--- config.mk ---
export PLATFORM = sky130hd
export DESIGN_NAME = meter_data_line_parser_flat
export DESIGN_NICKNAME = d
export VERILOG_FILES = /design/src/rtl/mdlp_pkg.sv /design/src/rtl/mdlp_byte_if.sv /design/src/rtl/mdlp_result_if.sv /design/src/rtl/mdlp_cfg_if.sv /design/src/rtl/mdlp_front.sv /design/src/rtl/mdlp_queue.sv /design/src/rtl/mdlp_back.sv /design/src/rtl/meter_data_line_parser.sv /design/src/flat_wrapper.sv
export SDC_FILE = /design/constraint.sdc
export NUM_CORES = 1
export LEC_CHECK = 0
export BUFFER_PORTS_ARGS = -buffer_cell sky130_fd_sc_hd__clkbuf_2
export CAP_MARGIN = 10
export CELL_PAD_IN_SITES_DETAIL_PLACEMENT = 0
export CELL_PAD_IN_SITES_GLOBAL_PLACEMENT = 1
export CORE_MARGIN = 2
export CORE_UTILIZATION = 40
export DETAILED_ROUTE_END_ITERATION = 10
export PLACE_DENSITY_LB_ADDON = 0.1
export SYNTH_ARGS = -nofsm -noshare
export SYNTH_HDL_FRONTEND = slang
export SYNTH_HIERARCHICAL = 1
export SYNTH_SLANG_ARGS = --single-unit
--- constraint.sdc ---
create_clock -name clk -period 6.2 [get_ports clk]
set_input_delay 0.93 -clock clk [delete_from_list [all_inputs] [get_ports clk]]
set_output_delay 0.93 -clock clk [all_outputs]
set_load 0.03 [all_outputs]
--- src/rtl/mdlp_pkg.sv ---
// Package with the shared types, character codes and limits of the meter data-line parser.
`default_nettype none

package mdlp_pkg;

    // Fixed sizes of the code slots and identifiers.
    localparam int CODE_SLOTS   = 4;
    localparam int ID_MAX_CHARS = 8;
    localparam int ID_W         = ID_MAX_CHARS * 8;
    localparam int ID_LEN_W     = 4;
    localparam logic [ID_LEN_W-1:0] ID_LEN_BAD = 4'd15;

    // Depth of the queue between the classifying front and the parsing back.
    localparam int QUEUE_DEPTH = 4;
    localparam int QPTR_W      = $clog2(QUEUE_DEPTH);
    localparam int QCNT_W      = $clog2(QUEUE_DEPTH + 1);

    // Configuration register indexes.
    localparam logic [2:0] CFG_CODE_COUNT = 3'd0;
    localparam int         CFG_CODE_BASE  = 1;

    // Magnitude limit of the number accumulator and the saturation test.
    localparam logic [31:0] MAG_LIMIT    = 32'h8000_0000;
    localparam logic [31:0] ACC_THRESH   = MAG_LIMIT / 10;
    localparam logic [3:0]  DIGIT_LIMIT  = 4'(MAG_LIMIT % 10);
    localparam logic [31:0] POS_MAX      = 32'h7FFF_FFFF;
    localparam logic [3:0]  DEC_MAX      = 4'd15;

    // Character codes.
    localparam logic [7:0] CH_NEWLINE = 8'h0A;
    localparam logic [7:0] CH_COLON   = 8'h3A;
    localparam logic [7:0] CH_OPEN    = 8'h28;
    localparam logic [7:0] CH_CLOSE   = 8'h29;
    localparam logic [7:0] CH_STAR    = 8'h2A;
    localparam logic [7:0] CH_DOT     = 8'h2E;
    localparam logic [7:0] CH_SPACE   = 8'h20;
    localparam logic [7:0] CH_PLUS    = 8'h2B;
    localparam logic [7:0] CH_MINUS   = 8'h2D;
    localparam logic [7:0] CH_ZERO    = 8'h30;
    localparam logic [7:0] CH_NINE    = 8'h39;
    localparam logic [7:0] CH_TAB     = 8'h09;
    localparam logic [7:0] CH_CR      = 8'h0D;
    localparam logic [7:0] CH_NUL     = 8'h00;

    // Class of one byte as decided by the front.
    typedef enum logic [3:0] {
        CLS_NEWLINE = 4'd0,
        CLS_COLON   = 4'd1,
        CLS_OPEN    = 4'd2,
        CLS_CLOSE   = 4'd3,
        CLS_STAR    = 4'd4,
        CLS_DOT     = 4'd5,
        CLS_DIGIT   = 4'd6,
        CLS_SPACE   = 4'd7,
        CLS_PLUS    = 4'd8,
        CLS_MINUS   = 4'd9,
        CLS_NUL     = 4'd10,
        CLS_OTHER   = 4'd11
    } byte_class_t;

    // One classified byte as it travels through the queue.
    typedef struct packed {
        logic [7:0]  data;
        byte_class_t cls;
    } byte_item_t;

    // Where the parser stands within a line.
    typedef enum logic [4:0] {
        PH_PREFIX = 5'b00001,
        PH_ID     = 5'b00010,
        PH_VALUE  = 5'b00100,
        PH_AFTER  = 5'b01000,
        PH_REJECT = 5'b10000
    } line_phase_t;

    // Where the number reader stands within the value.
    typedef enum logic [2:0] {
        NUM_BEFORE = 3'b001,
        NUM_IN     = 3'b010,
        NUM_STOP   = 3'b100
    } number_phase_t;

endpackage

`default_nettype wire

--- src/rtl/mdlp_byte_if.sv ---
// Channel that carries one data byte per item.
`default_nettype none

interface mdlp_byte_if;
    logic       valid;
    logic       ready;
    logic [7:0] data_byte;

    modport source (output valid, output data_byte, input ready);
    modport sink (input valid, input data_byte, output ready);
endinterface

`default_nettype wire

--- src/rtl/mdlp_result_if.sv ---
// Channel that carries one parsed line result per item.
`default_nettype none

interface mdlp_result_if;
    logic               valid;
    logic               ready;
    logic               line_matched;
    logic [1:0]         channel;
    logic signed [31:0] reading;
    logic [3:0]         decimals;
    logic [3:0]         present_mask;

    modport source (output valid, output line_matched, output channel, output reading,
                     output decimals, output present_mask, input ready);
    modport sink (input valid, input line_matched, input channel, input reading,
                   input decimals, input present_mask, output ready);
endinterface

`default_nettype wire

--- src/rtl/mdlp_cfg_if.sv ---
// Configuration write channel with register index and write data.
`default_nettype none

interface mdlp_cfg_if;
    logic        valid;
    logic        ready;
    logic [2:0]  index;
    logic [63:0] data;

    modport source (output valid, output index, output data, input ready);
    modport sink (input valid, input index, input data, output ready);
endinterface

`default_nettype wire

--- src/rtl/mdlp_front.sv ---
// Front end: accepts data bytes and classifies each one for the parser.
`default_nettype none

module mdlp_front
    import mdlp_pkg::*;
(
    mdlp_byte_if.sink  bytes_in,
    output logic       push_valid,
    input  logic       push_ready,
    output byte_item_t push_item
);

    byte_class_t cls;
    logic [7:0]  b;

    assign b = bytes_in.data_byte;

    // Sort the byte into the classes that the parser acts upon.
    always_comb
    begin
        if (b == CH_NEWLINE)
            cls = CLS_NEWLINE;
        else if (b == CH_COLON)
            cls = CLS_COLON;
        else if (b == CH_OPEN)
            cls = CLS_OPEN;
        else if (b == CH_CLOSE)
            cls = CLS_CLOSE;
        else if (b == CH_STAR)
            cls = CLS_STAR;
        else if (b == CH_DOT)
            cls = CLS_DOT;
        else if (b >= CH_ZERO && b <= CH_NINE)
            cls = CLS_DIGIT;
        else if (b == CH_SPACE || (b >= CH_TAB && b <= CH_CR))
            cls = CLS_SPACE;
        else if (b == CH_PLUS)
            cls = CLS_PLUS;
        else if (b == CH_MINUS)
            cls = CLS_MINUS;
        else if (b == CH_NUL)
            cls = CLS_NUL;
        else
            cls = CLS_OTHER;
    end

    // The item goes straight into the queue whenever it has room.
    assign push_valid     = bytes_in.valid;
    assign bytes_in.ready = push_ready;
    assign push_item.data = b;
    assign push_item.cls  = cls;

endmodule

`default_nettype wire

--- src/rtl/mdlp_queue.sv ---
// Short queue of classified bytes between the front and the parser.
`default_nettype none

module mdlp_queue
    import mdlp_pkg::*;
(
    input  logic       clk,
    input  logic       rst_n,
    input  logic       push_valid,
    output logic       push_ready,
    input  byte_item_t push_item,
    output logic       pop_valid,
    input  logic       pop_ready,
    output byte_item_t pop_item
);

    byte_item_t              store_reg [QUEUE_DEPTH];
    logic [QPTR_W-1:0]       wr_ptr_reg, wr_ptr_next;
    logic [QPTR_W-1:0]       rd_ptr_reg, rd_ptr_next;
    logic [QCNT_W-1:0]       count_reg, count_next;
    logic                    do_push, do_pop;

    assign push_ready = (count_reg != QCNT_W'(QUEUE_DEPTH));
    assign pop_valid  = (count_reg != '0);
    assign pop_item   = store_reg[rd_ptr_reg];
    assign do_push    = push_valid && push_ready;
    assign do_pop     = pop_valid && pop_ready;

    // Pointer and fill count updates.
    always_comb
    begin
        wr_ptr_next = wr_ptr_reg;
        rd_ptr_next = rd_ptr_reg;
        count_next  = count_reg;
        if (do_push)
            wr_ptr_next = (wr_ptr_reg == QPTR_W'(QUEUE_DEPTH - 1)) ? '0 : wr_ptr_reg + 1'b1;
        if (do_pop)
            rd_ptr_next = (rd_ptr_reg == QPTR_W'(QUEUE_DEPTH - 1)) ? '0 : rd_ptr_reg + 1'b1;
        if (do_push && !do_pop)
            count_next = count_reg + 1'b1;
        else if (do_pop && !do_push)
            count_next = count_reg - 1'b1;
    end

    always_ff @(posedge clk or negedge rst_n)
    begin
        if (!rst_n)
        begin
            wr_ptr_reg <= '0;
            rd_ptr_reg <= '0;
            count_reg  <= '0;
        end
        else
        begin
            wr_ptr_reg <= wr_ptr_next;
            rd_ptr_reg <= rd_ptr_next;
            count_reg  <= count_next;
        end
    end

    // Entry storage; no reset needed on the payload.
    always_ff @(posedge clk)
    begin
        if (do_push)
            store_reg[wr_ptr_reg] <= push_item;
    end

endmodule

`default_nettype wire

--- src/rtl/mdlp_back.sv ---
// Back end: line parser, code slot registers, identifier match and result register.
`default_nettype none

module mdlp_back
    import mdlp_pkg::*;
(
    input  logic            clk,
    input  logic            rst_n,
    input  logic            head_valid,
    output logic            head_ready,
    input  byte_item_t      head_item,
    mdlp_cfg_if.sink        cfg,
    mdlp_result_if.source   results
);

    // Configuration registers.
    logic [2:0]      code_count_reg;
    logic [ID_W-1:0] code_reg [CODE_SLOTS];

    // Line state.
    line_phase_t          line_phase_reg, line_phase_next;
    logic [ID_W-1:0]      id_chars_reg, id_chars_next;
    logic [ID_LEN_W-1:0]  id_length_reg, id_length_next;
    logic [31:0]          value_acc_reg, value_acc_next;
    logic                 value_negative_reg, value_negative_next;
    number_phase_t        number_phase_reg, number_phase_next;
    logic                 dot_seen_reg, dot_seen_next;
    logic [3:0]           decimal_count_reg, decimal_count_next;
    logic                 close_seen_reg, close_seen_next;
    logic [CODE_SLOTS-1:0] present_bits_reg, present_bits_next;

    // Result register.
    logic               res_valid_reg, res_valid_next;
    logic               res_matched_reg;
    logic [1:0]         res_channel_reg;
    logic [31:0]        res_reading_reg;
    logic [3:0]         res_decimals_reg;
    logic [3:0]         res_mask_reg;

    logic               out_free;
    logic               pop;
    logic               is_newline;
    logic               hit;
    logic [1:0]         slot;
    logic [31:0]        reading;
    logic [3:0]         digit;
    logic [31:0]        acc_added;
    logic               acc_sat;

    assign cfg.ready  = 1'b1;
    assign is_newline = (head_item.cls == CLS_NEWLINE);
    assign out_free   = !res_valid_reg || results.ready;
    assign head_ready = !is_newline || out_free;
    assign pop        = head_valid && head_ready;

    // Configuration writes; indexes beyond the list are ignored.
    always_ff @(posedge clk or negedge rst_n)
    begin
        if (!rst_n)
        begin
            code_count_reg <= '0;
            for (int i = 0; i < CODE_SLOTS; i++)
                code_reg[i] <= '0;
        end
        else if (cfg.valid)
        begin
            if (cfg.index == CFG_CODE_COUNT)
                code_count_reg <= cfg.data[2:0];
            for (int i = 0; i < CODE_SLOTS; i++)
            begin
                if (cfg.index == 3'(CFG_CODE_BASE + i))
                    code_reg[i] <= cfg.data;
            end
        end
    end

    // Identifier match: the lowest slot in use that equals the identifier wins.
    always_comb
    begin
        hit  = 1'b0;
        slot = '0;
        if (close_seen_reg && id_length_reg <= ID_LEN_W'(ID_MAX_CHARS))
        begin
            for (int i = CODE_SLOTS - 1; i >= 0; i--)
            begin
                if (code_count_reg > 3'(i) && code_reg[i] == id_chars_reg)
                begin
                    hit  = 1'b1;
                    slot = 2'(i);
                end
            end
        end
    end

    // Signed reading from the magnitude and sign.
    always_comb
    begin
        if (value_negative_reg)
            reading = 32'd0 - value_acc_reg;
        else if (value_acc_reg[31])
            reading = POS_MAX;
        else
            reading = value_acc_reg;
    end

    // One decimal digit into the accumulator, saturating at the magnitude limit.
    assign digit     = head_item.data[3:0];
    assign acc_sat   = (value_acc_reg > ACC_THRESH) ||
                       (value_acc_reg == ACC_THRESH && digit > DIGIT_LIMIT);
    assign acc_added = {value_acc_reg[28:0], 3'b000} + {value_acc_reg[30:0], 1'b0} +
                       {28'd0, digit};

    // Per-byte update of the line state.
    always_comb
    begin
        line_phase_next     = line_phase_reg;
        id_chars_next       = id_chars_reg;
        id_length_next      = id_length_reg;
        value_acc_next      = value_acc_reg;
        value_negative_next = value_negative_reg;
        number_phase_next   = number_phase_reg;
        dot_seen_next       = dot_seen_reg;
        decimal_count_next  = decimal_count_reg;
        close_seen_next     = close_seen_reg;
        present_bits_next   = present_bits_reg;

        if (pop)
        begin
            if (is_newline)
            begin
                // End of line: record the match and start afresh.
                if (hit)
                    present_bits_next = present_bits_reg | (CODE_SLOTS'(1) << slot);
                line_phase_next     = PH_PREFIX;
                id_chars_next       = '0;
                id_length_next      = '0;
                value_acc_next      = '0;
                value_negative_next = 1'b0;
                number_phase_next   = NUM_BEFORE;
                dot_seen_next       = 1'b0;
                decimal_count_next  = '0;
                close_seen_next     = 1'b0;
            end
            else
            begin
                case (line_phase_reg)
                    PH_PREFIX:
                    begin
                        if (head_item.cls == CLS_COLON)
                            line_phase_next = PH_ID;
                        else if (head_item.cls == CLS_OPEN)
                            line_phase_next = PH_REJECT;
                    end
                    PH_ID:
                    begin
                        if (head_item.cls == CLS_OPEN)
                            line_phase_next = PH_VALUE;
                        else if (head_item.cls != CLS_NUL &&
                                 id_length_reg < ID_LEN_W'(ID_MAX_CHARS))
                        begin
                            id_chars_next  = {id_chars_reg[ID_W-9:0], head_item.data};
                            id_length_next = id_length_reg + 1'b1;
                        end
                        else
                            id_length_next = ID_LEN_BAD;
                    end
                    PH_VALUE:
                    begin
                        if (head_item.cls == CLS_STAR)
                            line_phase_next = PH_AFTER;
                        else if (head_item.cls == CLS_CLOSE)
                        begin
                            line_phase_next = PH_AFTER;
                            close_seen_next = 1'b1;
                        end
                        else
                        begin
                            if (dot_seen_reg && decimal_count_reg != DEC_MAX)
                                decimal_count_next = decimal_count_reg + 1'b1;
                            if (head_item.cls == CLS_DOT && !dot_seen_reg)
                                dot_seen_next = 1'b1;
                            else
                            begin
                                // Number reader: skip blanks, take a sign, then digits.
                                case (number_phase_reg)
                                    NUM_BEFORE:
                                    begin
                                        if (head_item.cls == CLS_PLUS ||
                                            head_item.cls == CLS_MINUS)
                                        begin
                                            value_negative_next = (head_item.cls == CLS_MINUS);
                                            number_phase_next   = NUM_IN;
                                        end
                                        else if (head_item.cls == CLS_DIGIT)
                                        begin
                                            value_acc_next    = acc_sat ? MAG_LIMIT : acc_added;
                                            number_phase_next = NUM_IN;
                                        end
                                        else if (head_item.cls != CLS_SPACE)
                                            number_phase_next = NUM_STOP;
                                    end
                                    NUM_IN:
                                    begin
                                        if (head_item.cls == CLS_DIGIT)
                                            value_acc_next = acc_sat ? MAG_LIMIT : acc_added;
                                        else
                                            number_phase_next = NUM_STOP;
                                    end
                                    default:
                                    begin
                                        number_phase_next = number_phase_reg;
                                    end
                                endcase
                            end
                        end
                    end
                    PH_AFTER:
                    begin
                        if (head_item.cls == CLS_CLOSE)
                            close_seen_next = 1'b1;
                    end
                    default:
                    begin
                        line_phase_next = line_phase_reg;
                    end
                endcase
            end
        end
    end

    // Output register valid flag.
    always_comb
    begin
        res_valid_next = res_valid_reg;
        if (pop && is_newline)
            res_valid_next = 1'b1;
        else if (results.ready)
            res_valid_next = 1'b0;
    end

    always_ff @(posedge clk or negedge rst_n)
    begin
        if (!rst_n)
        begin
            line_phase_reg     <= PH_PREFIX;
            id_chars_reg       <= '0;
            id_length_reg      <= '0;
            value_acc_reg      <= '0;
            value_negative_reg <= 1'b0;
            number_phase_reg   <= NUM_BEFORE;
            dot_seen_reg       <= 1'b0;
            decimal_count_reg  <= '0;
            close_seen_reg     <= 1'b0;
            present_bits_reg   <= '0;
            res_valid_reg      <= 1'b0;
        end
        else
        begin
            line_phase_reg     <= line_phase_next;
            id_chars_reg       <= id_chars_next;
            id_length_reg      <= id_length_next;
            value_acc_reg      <= value_acc_next;
            value_negative_reg <= value_negative_next;
            number_phase_reg   <= number_phase_next;
            dot_seen_reg       <= dot_seen_next;
            decimal_count_reg  <= decimal_count_next;
            close_seen_reg     <= close_seen_next;
            present_bits_reg   <= present_bits_next;
            res_valid_reg      <= res_valid_next;
        end
    end

    // Result payload, loaded at each newline.
    always_ff @(posedge clk)
    begin
        if (pop && is_newline)
        begin
            res_matched_reg  <= hit;
            res_channel_reg  <= hit ? slot : 2'd0;
            res_reading_reg  <= hit ? reading : 32'd0;
            res_decimals_reg <= hit ? decimal_count_reg : 4'd0;
            res_mask_reg     <= 4'(present_bits_next);
        end
    end

    assign results.valid        = res_valid_reg;
    assign results.line_matched = res_matched_reg;
    assign results.channel      = res_channel_reg;
    assign results.reading      = res_reading_reg;
    assign results.decimals     = res_decimals_reg;
    assign results.present_mask = res_mask_reg;

    // The identifier length is either a real count or the overflow mark.
    assert property (@(posedge clk) disable iff (!rst_n)
        id_length_reg <= ID_LEN_W'(ID_MAX_CHARS) || id_length_reg == ID_LEN_BAD)
        else $error("identifier length out of range");

    // Decimals are only counted after the point.
    assert property (@(posedge clk) disable iff (!rst_n)
        decimal_count_reg != '0 |-> dot_seen_reg)
        else $error("decimals counted without a point");

    // A closing bracket is only recorded once the value has ended.
    assert property (@(posedge clk) disable iff (!rst_n)
        close_seen_reg |-> line_phase_reg == PH_AFTER)
        else $error("close seen outside the after-value phase");

    // The magnitude never exceeds its saturation limit.
    assert property (@(posedge clk) disable iff (!rst_n)
        value_acc_reg <= MAG_LIMIT)
        else $error("value magnitude above limit");

endmodule

`default_nettype wire

--- src/rtl/meter_data_line_parser.sv ---
// A newline byte is queued and then registered as a result. Throughput: one data byte
// per cycle while the queue has room; the parser updates its line state once per byte.
// A four-item queue separates the byte input from the parser, so a stalled result only
// blocks input once the queue has filled; configuration writes are taken every cycle.
// Reset (rst_n low, asynchronous) clears code slots, slot count, line state and mask.
`default_nettype none

module meter_data_line_parser
    import mdlp_pkg::*;
(
    input  wire              clk,
    input  wire              rst_n,
    mdlp_byte_if.sink        bytes_in,
    mdlp_cfg_if.sink         cfg,
    mdlp_result_if.source    results
);

    logic       push_valid, push_ready;
    byte_item_t push_item;
    logic       head_valid, head_ready;
    byte_item_t head_item;

    // Byte classification.
    mdlp_front u_front (
        .bytes_in   (bytes_in),
        .push_valid (push_valid),
        .push_ready (push_ready),
        .push_item  (push_item)
    );

    // Queue between front and parser.
    mdlp_queue u_queue (
        .clk        (clk),
        .rst_n      (rst_n),
        .push_valid (push_valid),
        .push_ready (push_ready),
        .push_item  (push_item),
        .pop_valid  (head_valid),
        .pop_ready  (head_ready),
        .pop_item   (head_item)
    );

    // Line parser and result register.
    mdlp_back u_back (
        .clk        (clk),
        .rst_n      (rst_n),
        .head_valid (head_valid),
        .head_ready (head_ready),
        .head_item  (head_item),
        .cfg        (cfg),
        .results    (results)
    );

endmodule

`default_nettype wire

--- src/flat_wrapper.sv ---
// flat-port wrapper written by rule: the top's interface ports become plain ports
module meter_data_line_parser_flat import mdlp_pkg::*;
  (clk, rst_n, bytes_in_valid, bytes_in_data_byte, bytes_in_ready, cfg_valid, cfg_index, cfg_data, cfg_ready, results_valid, results_line_matched, results_channel, results_reading, results_decimals, results_present_mask, results_ready);
  mdlp_byte_if bytes_in_i ();
  mdlp_cfg_if cfg_i ();
  mdlp_result_if results_i ();
  input  wire clk;
  input  wire rst_n;
  input wire logic [$bits(bytes_in_i.valid)-1:0] bytes_in_valid;
  input wire logic [$bits(bytes_in_i.data_byte)-1:0] bytes_in_data_byte;
  output wire logic [$bits(bytes_in_i.ready)-1:0] bytes_in_ready;
  input wire logic [$bits(cfg_i.valid)-1:0] cfg_valid;
  input wire logic [$bits(cfg_i.index)-1:0] cfg_index;
  input wire logic [$bits(cfg_i.data)-1:0] cfg_data;
  output wire logic [$bits(cfg_i.ready)-1:0] cfg_ready;
  output wire logic [$bits(results_i.valid)-1:0] results_valid;
  output wire logic [$bits(results_i.line_matched)-1:0] results_line_matched;
  output wire logic [$bits(results_i.channel)-1:0] results_channel;
  output wire logic [$bits(results_i.reading)-1:0] results_reading;
  output wire logic [$bits(results_i.decimals)-1:0] results_decimals;
  output wire logic [$bits(results_i.present_mask)-1:0] results_present_mask;
  input wire logic [$bits(results_i.ready)-1:0] results_ready;
  assign bytes_in_i.valid = bytes_in_valid;
  assign bytes_in_i.data_byte = bytes_in_data_byte;
  assign bytes_in_ready = bytes_in_i.ready;
  assign cfg_i.valid = cfg_valid;
  assign cfg_i.index = cfg_index;
  assign cfg_i.data = cfg_data;
  assign cfg_ready = cfg_i.ready;
  assign results_valid = results_i.valid;
  assign results_line_matched = results_i.line_matched;
  assign results_channel = results_i.channel;
  assign results_reading = results_i.reading;
  assign results_decimals = results_i.decimals;
  assign results_present_mask = results_i.present_mask;
  assign results_i.ready = results_ready;
  meter_data_line_parser u_core (.clk(clk), .rst_n(rst_n), .bytes_in(bytes_in_i), .cfg(cfg_i), .results(results_i));
endmodule
==> key figures <==
Critical path
  – Crit path kind: reg2reg
  – Largest delay contributor family on the critical path: compound AO/OA/AOI/OAI gates
  – Worst r2r src: u_core/u_queue/rd_ptr_reg[1]$_DFFE_PN0P_
  – CP Data Arrival Time: 5.25 ns
  – Critical Path Max Stage Delay: 0.71 ns
  – Worst reg-to-reg setup slack: 1.43 ns
  – Bufs and invs on worst path: 2
  – CP required: 6.68 ns
  – Crit path from: u_core/u_queue/rd_ptr_reg[1]$_DFFE_PN0P_
  – Nature of the critical path endpoint: register
  – CP max FO: 14
  – FF-to-FF End: u_core/u_back/value_acc_reg[31]$_DFFE_PN0P_
  – CP max-delay cell: dfrtp_1
  – Critical path, cell by cell: mux4_2, inv_1, fa_1, inv_1, ha_1, a211oi_1, o211ai_1, a31oi_1, and4b_1, or3_1, a311o_1, a211oi_1, xnor2_1, a221oi_1
  – Worst R2R Path Depth: 14
  – Crit path launch type: register

Logic synthesis
  – Mapped Cells: 2140
  – Dominant synthesized flop cell: dfrtp_1
  – Synth top area share: 39.4%
  – Leading area contributor after synthesis: dfrtp_1
  – #FFs+latches synth: 477
  – Syn_area_per_cell: 11.4 sq um
  – Seq/Total Area, Yosys: 50.9%
  – Synth warn: 6
  – Synth unique cells: 83
  – Ranking of synthesized cells by area: dfrtp_1 (39%), mux2_2 (12%), edfxtp_1 (11%)
  – Post-synth EDFFs: 91
  – Syn_nets: 2291
  – Synth async-reset ratio: 80.9%
  – Netlist Area Pre-Place: 24400 sq um

Final layout
  – Max FFs per register: 256
  – Commonest non-fill, non-tap cell in the layout: dfrtp_1
  – Finished Layout Cells: 3003
  – Fraction of layout cells with a size suffix above 1: 23.9%
  – Layout fillers: 5563
  – Area occupied by multi-input gates: 11100 sq um
  – Most frequent cells in the layout: dfrtp_1 (384), mux2_2 (258), nand2_1 (184), xor2_1 (144), clkbuf_2 (123)
  – Layout Utilization: 45.2%
  – Register area: 12400 sq um
  – Nets: 2332
  – Layout area overhead: 11.8%
  – Number of diodes: 0

CTS
  – Clock root cell: clkbuf_16
  – Post-CTS Resized: 0
  – # H-tree levels: 2
  – Post-CTS Setup Repair Bufs: 0
  – CTS clk-pin slew, worst paths: 0.06 ns
  – Clk_lat worst skew: 0.61 ns
  – CTS tree: built
  – Hold Buf Count CTS: 0
  – Clk buf depth: 3
  – Total CTS buffers: 54
  – Sink Count: 477

Floorplanning
  – Die area: 62900 sq um
  – I/O pins: 126
  – Rows: 90
  – Initial core utilization: 40.4%
  – Die width: 251 microns
  – Die Ht: 251 microns
  – Core box area: 60200 sq um

Timing
  – Final setup violation count: 0
  – Fin worst setup slack: 1.43 ns
  – Final TNS setup: 0 ns
  – Clock Skews: 0.0257 ns
  – Max_slew headroom: 23.3%
  – RSZ-0062 raised after global routing: false
  – Final Hold Vio Count: 0
  – Worst hold slack: 0.312 ns
  – Worst slew pin tran: 1.15 ns
  – FMAX: 0.210 GHz
  – Minimum clock period: 4.77 ns
  – Period utilization: 76.9%
  – Final Slew Violations: 0

Routing
  – DRT antenna net count: 0
  – # DRC: 0
  – DRT iter0 DRCs: 1192
  – Per-cell routed wire length: 24.1 microns
  – Total Wirelength: 72.3 mm
  – 1st-pass router iterations: 5
  – Via count: 16609
  – Vias/cell: 5.53

Place
  – Post-detail-place hpwl: 51.4 mm
  – Port Buffers: 124
  – Dpl ws: 1.43 ns
  – Placed insts: 2907
  – RePlAce Congestion: 0.859

Global routing
  – Vias in the first global route: 16572
  – Initial antenna violation count: 2
  – Pin count of the biggest net entering global routing: 176
  – Overflow left after global routing: 0
  – GRT Overall Usage: 23.0%
  – Global-route wire length before repair: 108 mm

Status
  – Status: completed

Pwr
  – Power Dens Cells: 391 nW/um^2
  – Lkg Pwr: 11.6 nW
  – Worst vdd rail ir drop: 0.182 mV

Run
  – Max-cap violation count: 0

Hold path
  – Worst hold path type: in2async
==> per-layer routing <==
layer  share of wire, %  GRT usage [%]  up-vias
li1                   -              -     7670
met1                 48           33.6     8470
met2                 44           34.8      380
met3                5.7           4.83       89
met4                2.3           5.71        0
met5                  0              0        -
==> worst max path at each step <==
stage | end | slack [ns] | cells past startpoint
floorplan | u_core/u_back/value_acc_reg[31]$_DFFE_PN0P_ | 1.77 | 16
global placement | u_core/u_back/value_acc_reg[31]$_DFFE_PN0P_ | 1.46 | 14
detailed placement | u_core/u_back/value_acc_reg[31]$_DFFE_PN0P_ | 1.43 | 14
CTS | u_core/u_back/value_acc_reg[31]$_DFFE_PN0P_ | 1.36 | 14
global route | u_core/u_back/value_acc_reg[31]$_DFFE_PN0P_ | 1.03 | 14
finish | u_core/u_back/value_acc_reg[31]$_DFFE_PN0P_ | 1.43 | 14
==> cell type report <==
cell class                      instances  share of cell area [%]
Sequential cell                       477                    45.5
Multi-Input combinational cell       1433                    40.8
Clock buffer                           73                    5.52
Tap cell                              782                    3.59
Timing Repair Buffer                  141                    2.83
Inverter                               74                    1.02
Clock inverter                         23                   0.758
==> cells by family after synthesis <==
logic type / Yosys count / share of synthesized area [%]
buf+inv: 230 / 3.81
flops: 477 / 50.9
mux: 273 / 13.2
fa+ha+maj: 73 / 3.82
compound gates: 351 / 9.31
xor+xnor: 260 / 9.35
other cells: 1 / 0.0154
simple gates: 475 / 9.63
==> power breakdown <==
group          leakage, nW  switching, W  internal, W
registers             5.66      0.000627      0.00382
logic                 5.10       0.00177      0.00130
clock network        0.846       0.00131      0.00181
total                 11.6       0.00371      0.00694
==> Yosys cell counts (27+ instances only) <==
library cell / instances
a211oi_1: 27
a21oi_1: 59
clkbuf_1: 131
dfrtp_1: 384
edfxtp_1: 91
ha_1: 68
inv_1: 74
mux2_2: 258
nand2_1: 186
nand4_1: 41
nor2_1: 81
nor3_1: 29
nor4_1: 46
o21ai_0: 108
o31ai_1: 30
xnor2_1: 116
xor2_1: 144
==> metrics by stage <==
stage / power [W] / instance area [sq um]
after global placement: 0.00754 / 25500
after detailed placement: 0.00758 / 25500
after CTS: 0.0108 / 27200
after floorplan: 0.00651 / 24400
final: 0.0107 / 27200
after global routing: 0.0112 / 27200
Note: power is estimated with default switching activity, not from simulation.
